==> src/rtl/core/assert_macros.svh <==
// assertion macros used by the alarm detector rtl
`ifndef ASSERT_MACROS_SVH
`define ASSERT_MACROS_SVH

// same-cycle implication, off while in reset
`define ASSERT_IMPLIES(label, clk, rst_n, ante, cons) \
	label: assert property (@(posedge clk) disable iff (!(rst_n)) (ante) |-> (cons)) \
		else $error("assertion failed: same-cycle implication");

// next-cycle implication, off while in reset
`define ASSERT_NEXT(label, clk, rst_n, ante, cons) \
	label: assert property (@(posedge clk) disable iff (!(rst_n)) (ante) |=> (cons)) \
		else $error("assertion failed: next-cycle implication");

`endif

==> src/rtl/core/pmad_pkg.sv <==
// types and constants for the power monitor alarm detector
`default_nettype none

package pmad_pkg;

	typedef struct packed {
		logic              poll_ok;
		logic              armed;
		logic signed [15:0] pv_watts;
		logic signed [15:0] grid_watts;
		logic [6:0]        charge_percent;
	} item_t;

	typedef struct packed {
		logic              solar_started;
		logic              solar_stopped;
		logic              battery_low;
		logic              battery_recovered;
		logic              grid_lost;
		logic              grid_back;
		logic              logger_failed;
		logic signed [15:0] pv_report;
		logic signed [15:0] grid_report;
		logic [6:0]        charge_report;
	} result_t;

	// configuration register indexes
	localparam logic [1:0] CFG_SOLAR_ON   = 2'd0;
	localparam logic [1:0] CFG_GRID_ON    = 2'd1;
	localparam logic [1:0] CFG_LOGGER_ON  = 2'd2;
	localparam logic [1:0] CFG_BATT_LOW   = 2'd3;

	localparam logic [6:0] BATT_LOW_RESET = 7'd20;

	localparam logic signed [15:0] SOLAR_ON_W    = 16'sd50;
	localparam logic signed [15:0] SOLAR_OFF_W   = 16'sd20;
	localparam logic signed [15:0] GRID_ACTIVE_W = 16'sd100;
	localparam logic signed [15:0] GRID_ACTIVE_N = -16'sd100;

	// a counter at this value completes the third reading in a row
	localparam logic [1:0] DEBOUNCE_LAST = 2'd2;
	localparam logic [2:0] FAIL_LIMIT    = 3'd5;
	localparam logic [7:0] RECOVER_MARGIN = 8'd5;
	localparam logic [7:0] CHARGE_FULL    = 8'd100;

endpackage

`default_nettype wire

==> src/rtl/core/power_monitor_alarm_detector.sv <==
// power monitor alarm detector: solar, battery, grid and logger alarms
// path: input register, then result register; a result stall can hold an item between them
// throughput: one item per cycle unless stalled; detectors are compares and 2/3-bit counters
// the input side stalls only when the input register is full and the result is stalled
// reset: asynchronous, clears detector state, valid flags and config (threshold to 20)
`default_nettype none

`include "assert_macros.svh"

module power_monitor_alarm_detector (
	input  wire                 clk,
	input  wire                 arst_n,
	input  wire                 item_valid,
	output logic                item_stall,
	input  pmad_pkg::item_t     item,
	output logic                result_valid,
	input  wire                 result_stall,
	output pmad_pkg::result_t   result,
	input  wire                 cfg_valid,
	output logic                cfg_ready,
	input  wire [1:0]           cfg_index,
	input  wire [6:0]           cfg_data
);

	// configuration
	logic       solar_alerts_on_q;
	logic       grid_alerts_on_q;
	logic       logger_alerts_on_q;
	logic [6:0] battery_low_percent_q;

	// detector state
	logic       solar_on_q;
	logic [1:0] solar_count_q;
	logic       battery_is_low_q;
	logic       grid_seen_q;
	logic       grid_down_q;
	logic [1:0] grid_count_q;
	logic [2:0] fail_count_q;
	logic       fail_reported_q;

	logic       solar_on_d;
	logic [1:0] solar_count_d;
	logic       battery_is_low_d;
	logic       grid_seen_d;
	logic       grid_down_d;
	logic [1:0] grid_count_d;
	logic [2:0] fail_count_d;
	logic       fail_reported_d;

	// pipeline
	logic              valid_s1;
	pmad_pkg::item_t   item_s1;
	logic              valid_s2;
	pmad_pkg::result_t result_s2;
	pmad_pkg::result_t res_d;

	logic       adv_s2;
	logic       take_s1;
	logic       mains_live;
	logic [7:0] rec_sum;
	logic [7:0] rec_level;

	assign cfg_ready    = 1'b1;
	assign adv_s2       = valid_s1 && (!valid_s2 || !result_stall);
	assign item_stall   = valid_s1 && valid_s2 && result_stall;
	assign take_s1      = item_valid && !item_stall;
	assign result_valid = valid_s2;
	assign result       = result_s2;

	always_ff @(posedge clk or negedge arst_n) begin
		if (!arst_n) begin
			solar_alerts_on_q     <= 1'b0;
			grid_alerts_on_q      <= 1'b0;
			logger_alerts_on_q    <= 1'b0;
			battery_low_percent_q <= pmad_pkg::BATT_LOW_RESET;
		end else if (cfg_valid && cfg_ready) begin
			unique case (cfg_index)
				pmad_pkg::CFG_SOLAR_ON:  solar_alerts_on_q     <= cfg_data[0];
				pmad_pkg::CFG_GRID_ON:   grid_alerts_on_q      <= cfg_data[0];
				pmad_pkg::CFG_LOGGER_ON: logger_alerts_on_q    <= cfg_data[0];
				pmad_pkg::CFG_BATT_LOW:  battery_low_percent_q <= cfg_data;
				default: ;
			endcase
		end
	end

	assign mains_live  = (item_s1.grid_watts > pmad_pkg::GRID_ACTIVE_W) ||
		(item_s1.grid_watts < pmad_pkg::GRID_ACTIVE_N);
	assign rec_sum     = {1'b0, battery_low_percent_q} + pmad_pkg::RECOVER_MARGIN;
	assign rec_level   = (rec_sum <= pmad_pkg::CHARGE_FULL) ? rec_sum : pmad_pkg::CHARGE_FULL;

	always_comb begin
		res_d            = '0;
		solar_on_d       = solar_on_q;
		solar_count_d    = solar_count_q;
		battery_is_low_d = battery_is_low_q;
		grid_seen_d      = grid_seen_q;
		grid_down_d      = grid_down_q;
		grid_count_d     = grid_count_q;
		fail_count_d     = fail_count_q;
		fail_reported_d  = fail_reported_q;

		// logger
		if (item_s1.poll_ok) begin
			fail_count_d    = '0;
			fail_reported_d = 1'b0;
		end else begin
			if (fail_count_q < pmad_pkg::FAIL_LIMIT) begin
				fail_count_d = fail_count_q + 3'd1;
			end
			if (fail_count_d == pmad_pkg::FAIL_LIMIT && !fail_reported_q) begin
				fail_reported_d   = 1'b1;
				res_d.logger_failed = logger_alerts_on_q;
			end
		end

		if (item_s1.poll_ok && item_s1.armed) begin
			// solar
			if (solar_alerts_on_q) begin
				if (!solar_on_q && item_s1.pv_watts > pmad_pkg::SOLAR_ON_W) begin
					if (solar_count_q == pmad_pkg::DEBOUNCE_LAST) begin
						solar_on_d          = 1'b1;
						solar_count_d       = '0;
						res_d.solar_started = 1'b1;
						res_d.pv_report     = item_s1.pv_watts;
					end else begin
						solar_count_d = solar_count_q + 2'd1;
					end
				end else if (solar_on_q && item_s1.pv_watts < pmad_pkg::SOLAR_OFF_W) begin
					if (solar_count_q == pmad_pkg::DEBOUNCE_LAST) begin
						solar_on_d          = 1'b0;
						solar_count_d       = '0;
						res_d.solar_stopped = 1'b1;
					end else begin
						solar_count_d = solar_count_q + 2'd1;
					end
				end else begin
					solar_count_d = '0;
				end
			end

			// battery
			if (!battery_is_low_q && item_s1.charge_percent < battery_low_percent_q) begin
				battery_is_low_d    = 1'b1;
				res_d.battery_low   = 1'b1;
				res_d.charge_report = item_s1.charge_percent;
			end else if (battery_is_low_q && {1'b0, item_s1.charge_percent} >= rec_level) begin
				battery_is_low_d        = 1'b0;
				res_d.battery_recovered = 1'b1;
				res_d.charge_report     = item_s1.charge_percent;
			end

			// grid
			if (grid_alerts_on_q) begin
				if (mains_live) begin
					grid_seen_d = 1'b1;
				end
				if ((grid_seen_q || mains_live) && !grid_down_q && !mains_live) begin
					if (grid_count_q == pmad_pkg::DEBOUNCE_LAST) begin
						grid_down_d       = 1'b1;
						grid_count_d      = '0;
						res_d.grid_lost   = 1'b1;
						res_d.grid_report = item_s1.grid_watts;
					end else begin
						grid_count_d = grid_count_q + 2'd1;
					end
				end else if (grid_down_q && mains_live) begin
					grid_down_d    = 1'b0;
					grid_count_d   = '0;
					res_d.grid_back = 1'b1;
				end else if (mains_live) begin
					grid_count_d = '0;
				end
			end
		end
	end

	always_ff @(posedge clk or negedge arst_n) begin
		if (!arst_n) begin
			valid_s1         <= 1'b0;
			valid_s2         <= 1'b0;
			solar_on_q       <= 1'b0;
			solar_count_q    <= '0;
			battery_is_low_q <= 1'b0;
			grid_seen_q      <= 1'b0;
			grid_down_q      <= 1'b0;
			grid_count_q     <= '0;
			fail_count_q     <= '0;
			fail_reported_q  <= 1'b0;
		end else begin
			if (take_s1) begin
				valid_s1 <= 1'b1;
			end else if (adv_s2) begin
				valid_s1 <= 1'b0;
			end
			if (adv_s2) begin
				valid_s2         <= 1'b1;
				solar_on_q       <= solar_on_d;
				solar_count_q    <= solar_count_d;
				battery_is_low_q <= battery_is_low_d;
				grid_seen_q      <= grid_seen_d;
				grid_down_q      <= grid_down_d;
				grid_count_q     <= grid_count_d;
				fail_count_q     <= fail_count_d;
				fail_reported_q  <= fail_reported_d;
			end else if (!result_stall) begin
				valid_s2 <= 1'b0;
			end
		end
	end

	// payload registers
	always_ff @(posedge clk) begin
		if (take_s1) begin
			item_s1 <= item;
		end
		if (adv_s2) begin
			result_s2 <= res_d;
		end
	end

	`ASSERT_IMPLIES(a_stall_full, clk, arst_n, item_stall, valid_s1 && valid_s2)
	`ASSERT_NEXT(a_solar_start_state, clk, arst_n, adv_s2 && res_d.solar_started, solar_on_q)
	`ASSERT_IMPLIES(a_logger_reported, clk, arst_n, valid_s2 && result_s2.logger_failed, fail_reported_q)
	`ASSERT_IMPLIES(a_grid_lost_down, clk, arst_n, valid_s2 && result_s2.grid_lost, grid_down_q)

endmodule

`default_nettype wire

==> config.mk <==
export PLATFORM = sky130hd
export DESIGN_NAME = power_monitor_alarm_detector
export DESIGN_NICKNAME = d
export VERILOG_FILES = /design/src/rtl/core/pmad_pkg.sv /design/src/rtl/core/power_monitor_alarm_detector.sv
export VERILOG_INCLUDE_DIRS = /design/src /design/src/rtl/core
export SDC_FILE = /design/constraint.sdc
export NUM_CORES = 1
export LEC_CHECK = 0
export BUFFER_PORTS_ARGS = -buffer_cell sky130_fd_sc_hd__buf_2
export CAP_MARGIN = 20
export CELL_PAD_IN_SITES_DETAIL_PLACEMENT = 1
export CELL_PAD_IN_SITES_GLOBAL_PLACEMENT = 2
export CORE_MARGIN = 4
export CORE_UTILIZATION = 37
export DETAILED_ROUTE_END_ITERATION = 10
export PLACE_DENSITY = 0.9
export REMOVE_ABC_BUFFERS = 1
export SLEW_MARGIN = 0
export SYNTH_ARGS = -nofsm -noshare
export SYNTH_HDL_FRONTEND = slang
export SYNTH_SLANG_ARGS = --single-unit
export TNS_END_PERCENT = 10
==> constraint.sdc <==
create_clock -name clk -period 4.35 [get_ports clk]
set_input_delay 0.2175 -clock clk [delete_from_list [all_inputs] [get_ports clk]]
set_output_delay 0.2175 -clock clk [all_outputs]
set_load 0.01 [all_outputs]
**Word level (Yosys, flattened, before mapping)**

Index checks and enable logic that the tools add are counted.

- Word-level logic and storage cells: 137
- Output and inout bits: 49
- Bits of input ports: 55
- Bits in registers: 111

- Reduce and logical (&&, ||, !) cells: 50
- Bitwise gates (word level): 5
- Mux-type cells: 33
- Magnitude comparators: 8
- Equal/unequal tests: 8
- Add/sub/neg operators: 4

Operator list:

| kind | count |
|---|---|
| $mux 1 | 20 |
| $gt 16x7->1 const B | 1 |
| $gt 16x8->1 const B | 1 |
| $lt 16x6->1 const B | 1 |
| $lt 16x8->1 const B | 1 |
| $reduce_and 4->1 | 4 |
| $mux 2 | 7 |
| $mux 7 | 2 |
| $logic_and 1x1->1 | 13 |
| $reduce_and 3->1 | 4 |
| $reduce_and 2->1 | 5 |
| $reduce_and 5->1 | 2 |
| $reduce_bool 2->1 | 5 |
| $mux 3 | 3 |
| $add 7x3->8 const B | 1 |
| $eq 2x2->1 const B | 4 |
| $ge 7x8->1 | 1 |
| $le 8x7->1 const B | 1 |
| $logic_not 1->1 | 8 |
| $mux 8 | 1 |
| $lt 7x7->1 | 1 |
| $not 1->1 | 5 |
| $add 2x1->2 const B | 2 |
| $ne 2x1->1 const B | 2 |
| 10 further kinds | 13 |

**Depth between registers and ports, before layout**

- Word-level depth: 7
- Depth in mapped cells: 13

**Least setup slack after synthesis**

Ideal clock, no wire load.

- Path kind: reg-to-reg
- Start point: register battery_low_percent_q[0]
- End point: register result_s2, in the netlist result[0], data pin
- Buffers on the path: 1
- Slack: 1.274 ns
- Period minus slack after synthesis: 3.076 ns
- Stages on the path, launching flop included: 14
- Arrival time: 2.798 ns
- Library setup time: 0.278 ns
- Data required time: 4.072 ns
- Path through: dfrtp_1 ha_1 clkbuf_1 a31oi_1 a311o_1 o2111a_1 o221ai_1 nand2_1 ha_1 a21o_1 a211oi_1 o21ai_0 o211ai_1 a211oi_1

- Cells in the longest elaborated chain, start to end: 7
- Elaborated cells on any way between the ends: 9
- Classes of those cells: add/sub (1); order compare (3); mux (3); reduce/logical (2)

RTL lines:

| element | line | text |
|---|---|---|
| start: declaration | power_monitor_alarm_detector.sv:29 | `logic [6:0] battery_low_percent_q;` |
| start signal: assignment | power_monitor_alarm_detector.sv:75 | `battery_low_percent_q <= pmad_pkg::BATT_LOW_RESET;` |
| start signal: assignment | power_monitor_alarm_detector.sv:81 | `pmad_pkg::CFG_BATT_LOW: battery_low_percent_q <= cfg_data;` |
| $add 7x3->8 | power_monitor_alarm_detector.sv:89 | `assign rec_sum = {1'b0, battery_low_percent_q} + pmad_pkg::RECOVER_MARGIN;` |
| $le 8x7->1 | power_monitor_alarm_detector.sv:90 | `assign rec_level = (rec_sum <= pmad_pkg::CHARGE_FULL) ? rec_sum : pmad_pkg::CHARGE_FULL;` |
| $mux 8 | power_monitor_alarm_detector.sv:90 |  |
| $ge 7x8->1 | power_monitor_alarm_detector.sv:147 | `end else if (battery_is_low_q && {1'b0, item_s1.charge_percent} >= rec_level) begin` |
| $logic_and 1x1->1 | power_monitor_alarm_detector.sv:147 |  |
| $mux 7 | power_monitor_alarm_detector.sv:147 |  |
| $mux 7 * | power_monitor_alarm_detector.sv:143 | `if (!battery_is_low_q && item_s1.charge_percent < battery_low_percent_q) begin` |
| end signal: assignment | power_monitor_alarm_detector.sv:218 | `result_s2 <= res_d;` |
| end: declaration | power_monitor_alarm_detector.sv:54 | `pmad_pkg::result_t result_s2;` |

Mark *: on every way between the ends. The rest lies on a longest branch, timed or not.
A chain may end at the register's enable or synchronous reset.

**Final worst setup path**

Ends and elaborated chain as after synthesis.

==> results.yml <==
outcome:
  status: "finished, final reports clean"
worst_setup_path:
  max_stage_delay_ps: 500
  cp-start-kind: "flop"
  cp.required_ps: 4430
  path_class: "reg -> reg"
  worstPathCellList: "ha_1 > a31oi_1 > a311o_1 > o2111a_1 > o221ai_1 > nand2_1 > ha_1 > a21o_1 > a211oi_1 > o21ai_0 > o211ai_1 > a211oi_1"
  endpoint_kind: "flop"
  cp_top_family: "compound AO/OA/AOI/OAI gates"
  cp_num_buf_inv: 0
  slowest_stage: "dfrtp_1"
  cp.arrival_ps: 3590
  path_max_fanout: 9
yosys:
  synth-compound-area-share: 0.08910
  ys_top_cells_by_area: "edfxtp_1, dfrtp_1, and2_1"
  synth.distinct_cells: 55
  synth_top_area_share: 0.5537
  ys_top_cells_by_count: "edfxtp_1, and2_1, dfrtp_1"
  yosysSeqAreaShare: 0.6815
  yosys.area_share.adder: 0.04243
  synth-simple-area-share: 0.1286
  syn_inst: 335
  synthXorXnorAreaFrac: 0.007425
  synth_seq_cells: 111
  synth_area_per_cell_um2: 14.08
  synthFlopType: "edfxtp_1"
  synthArstFlopShare: 0.2162
  yosysMostFrequentCell: "edfxtp_1"
  syn_area_um2: 4718
  muxShareOfSynthArea: 0.02864
  synth_area_leader_cell: "edfxtp_1"
  synth_top_family_by_area: "simple AND/OR/NAND/NOR gates"
  yosys_warnings: 0
  synth_edf_count: 87
pwr:
  power-per-cell-area_nw_per_um2: 458.9
  power_leakage_nw: 2.359
  ir_drop_v: 0.0002126
detailed_routing:
  vias_per_cell: 4.906
  drc_errors: 0
  first_pass_iters: 4
  avgRoutedWirePerCell_um: 16.33
  drtAntennaViolNets: 0
  drt_wl_total_mm: 10.04
  routed-via-count: 3017
  drt_iter0_drc: 152
place:
  place.gp.congestion: 0.8398
  dpl-instance-area_um2: 5418
  dp_cells: 598
  hpwlAfterDp_mm: 7.620
  io_buffer_count: 102
worst_hold_path:
  hp-class: "in -> reg"
layout:
  instances_no_fill: 615
  fin_nets: 513
  area_growth_syn_to_layout_pct: 21.82
  antennaDiodeCount: 0
  design_area_um2: 5748
  layout-drive-gt1-share: 0.3154
floorplanning:
  die_area_um2: 14620
  core.rowCount: 40
  core_area_um2: 12260
  io_pins: 104
  die_w_um: 120.9
  die_h_um: 120.9
  start_util: 0.3848
grt:
  grt-ovfl-total: 0
  grt_pass1_vias: 3304
  grt_pass1_wl_mm: 16.52
  grt_usage: 0.1460
  grt_max_degree: 42
  antenna_found_initial: 0
clock_network:
  numClockSinks: 111
  path_clk_slew_ps: 80
  cts_hold_buf: 1
  insertion_delay_ps: 350
  cts_made_buffers: 9
  postCtsSetupBuffers: 0
  cts_root_buffer: "clkbuf_16"
  htree_levels: 3
  ctsLongestPathBuffers: 2
  ctsResizeCount: 0
  cts_tree: "yes"
sta:
  skew_ps: 10.42
  drv_slew: 0
  finalSetupViolations: 0
  period_share: 0.8068
  period_needed_ps: 3510
  final_hold_viol_count: 0
  fmax_ghz: 0.2849
  slew_headroom: 0.3119
  rsz0062_at_grt: "false"
  worst_pin_slew_ps: 1032
flow_run:
  drv_cap: 0
stage by stage:
step / util / hold WS, ps / power [W] / worst slack, ps / setup TNS, ps
floorplan: - / -78.09 / 0.001624 / -1020 / -28460
global placement: 0.4418 / 239.2 / 0.001750 / 1097 / 0
detailed placement: 0.4418 / 251.9 / 0.001787 / 842.0 / 0
CTS: 0.4688 / 23.48 / 0.002675 / 804.6 / 0
global route: 0.4688 / 23.24 / 0.002786 / 444.1 / 0
finish: 0.4688 / 38.85 / 0.002638 / 840.4 / 0
cell families after synthesis:
family | Yosys count
flops | 111
simple gates | 104
xor+xnor | 4
compound gates | 63
mux | 12
fa+ha+maj | 16
buf+inv | 23
other cells | 2
where the power goes:
part | leakage [nW] | switching, W | total, W | internal [W]
Combinational | 1.05 | 0.000232 | 0.000407 | 0.000176
Sequential | 1.15 | 0.0000851 | 0.00135 | 0.00126
Clock | 0.158 | 0.000374 | 0.000881 | 0.000507
Total | 2.36 | 0.000690 | 0.00264 | 0.00195
cell usage in the layout, fill, tap and decap left out, types with 11 or more instances in the layout:
master	synthesis	routed
mux2_2	11	11
ha_1	16	16
nor2_1	12	12
a21oi_1	17	17
dfrtp_1	22	22
nand2_1	18	18
edfxtp_1	87	87
buf_2	0	102
inv_1	15	15
and2_1	35	34
registers in the layout, indices dropped and copies added, names as in the netlist:
| name | count |
|---|---|
| logger_alerts_on_q | 1 |
| grid_count_q | 2 |
| result_valid | 1 |
| solar_count_q | 2 |
| solar_on_q | 1 |
| fail_reported_q | 1 |
| grid_seen_q | 1 |
| grid_alerts_on_q | 1 |
| battery_low_percent_q | 7 |
| result | 46 |
| battery_is_low_q | 1 |
| fail_count_q | 3 |
| item_s1 | 41 |
| valid_s1 | 1 |
| grid_down_q | 1 |
| solar_alerts_on_q | 1 |
path summary, 6_finish.rpt:
| path | startpoint | end | slack (ps) | depth (start not counted) |
|---|---|---|---|---|
| worst max-delay path | battery_low_percent_q[0]$_DFFE_PN0P_ | result[0]$_SDFFCE_PN0P_ | 840 | 12 |
| worst min-delay path | item[0] | item_s1[0]$_DFFE_PP_ | 40 | 1 |
| worst max register to register | battery_low_percent_q[0]$_DFFE_PN0P_ | result[0]$_SDFFCE_PN0P_ | 840 | 12 |
| worst min register to register | valid_s1$_DFFE_PN0P_ | result_valid$_DFFE_PN0P_ | 490 | 1 |
| max in group asynchronous | arst_n | solar_on_q$_DFFE_PN0P_ | 3570 | 2 |
| min in group asynchronous | arst_n | battery_low_percent_q[6]$_DFFE_PN0P_ | 380 | 2 |
final cells by class:
type / count / area (um^2)
well taps: 168 / 210.2
flip-flops and latches: 111 / 3216
clock buffers: 9 / 225.2
clock inverters: 7 / 95.09
multi-input cells: 201 / 1418
fillers: 1280 / 6514
inverters: 15 / 56.30
repair buffers: 104 / 528.0
metal layers:
metal / global-route usage / wire length, um
met1: 0.1696 / 4100
met2: 0.2570 / 5270
met3: 0.03823 / 512
met4: 0.05666 / 159
met5: 0 / 0
(Power assumes the default switching activity.)
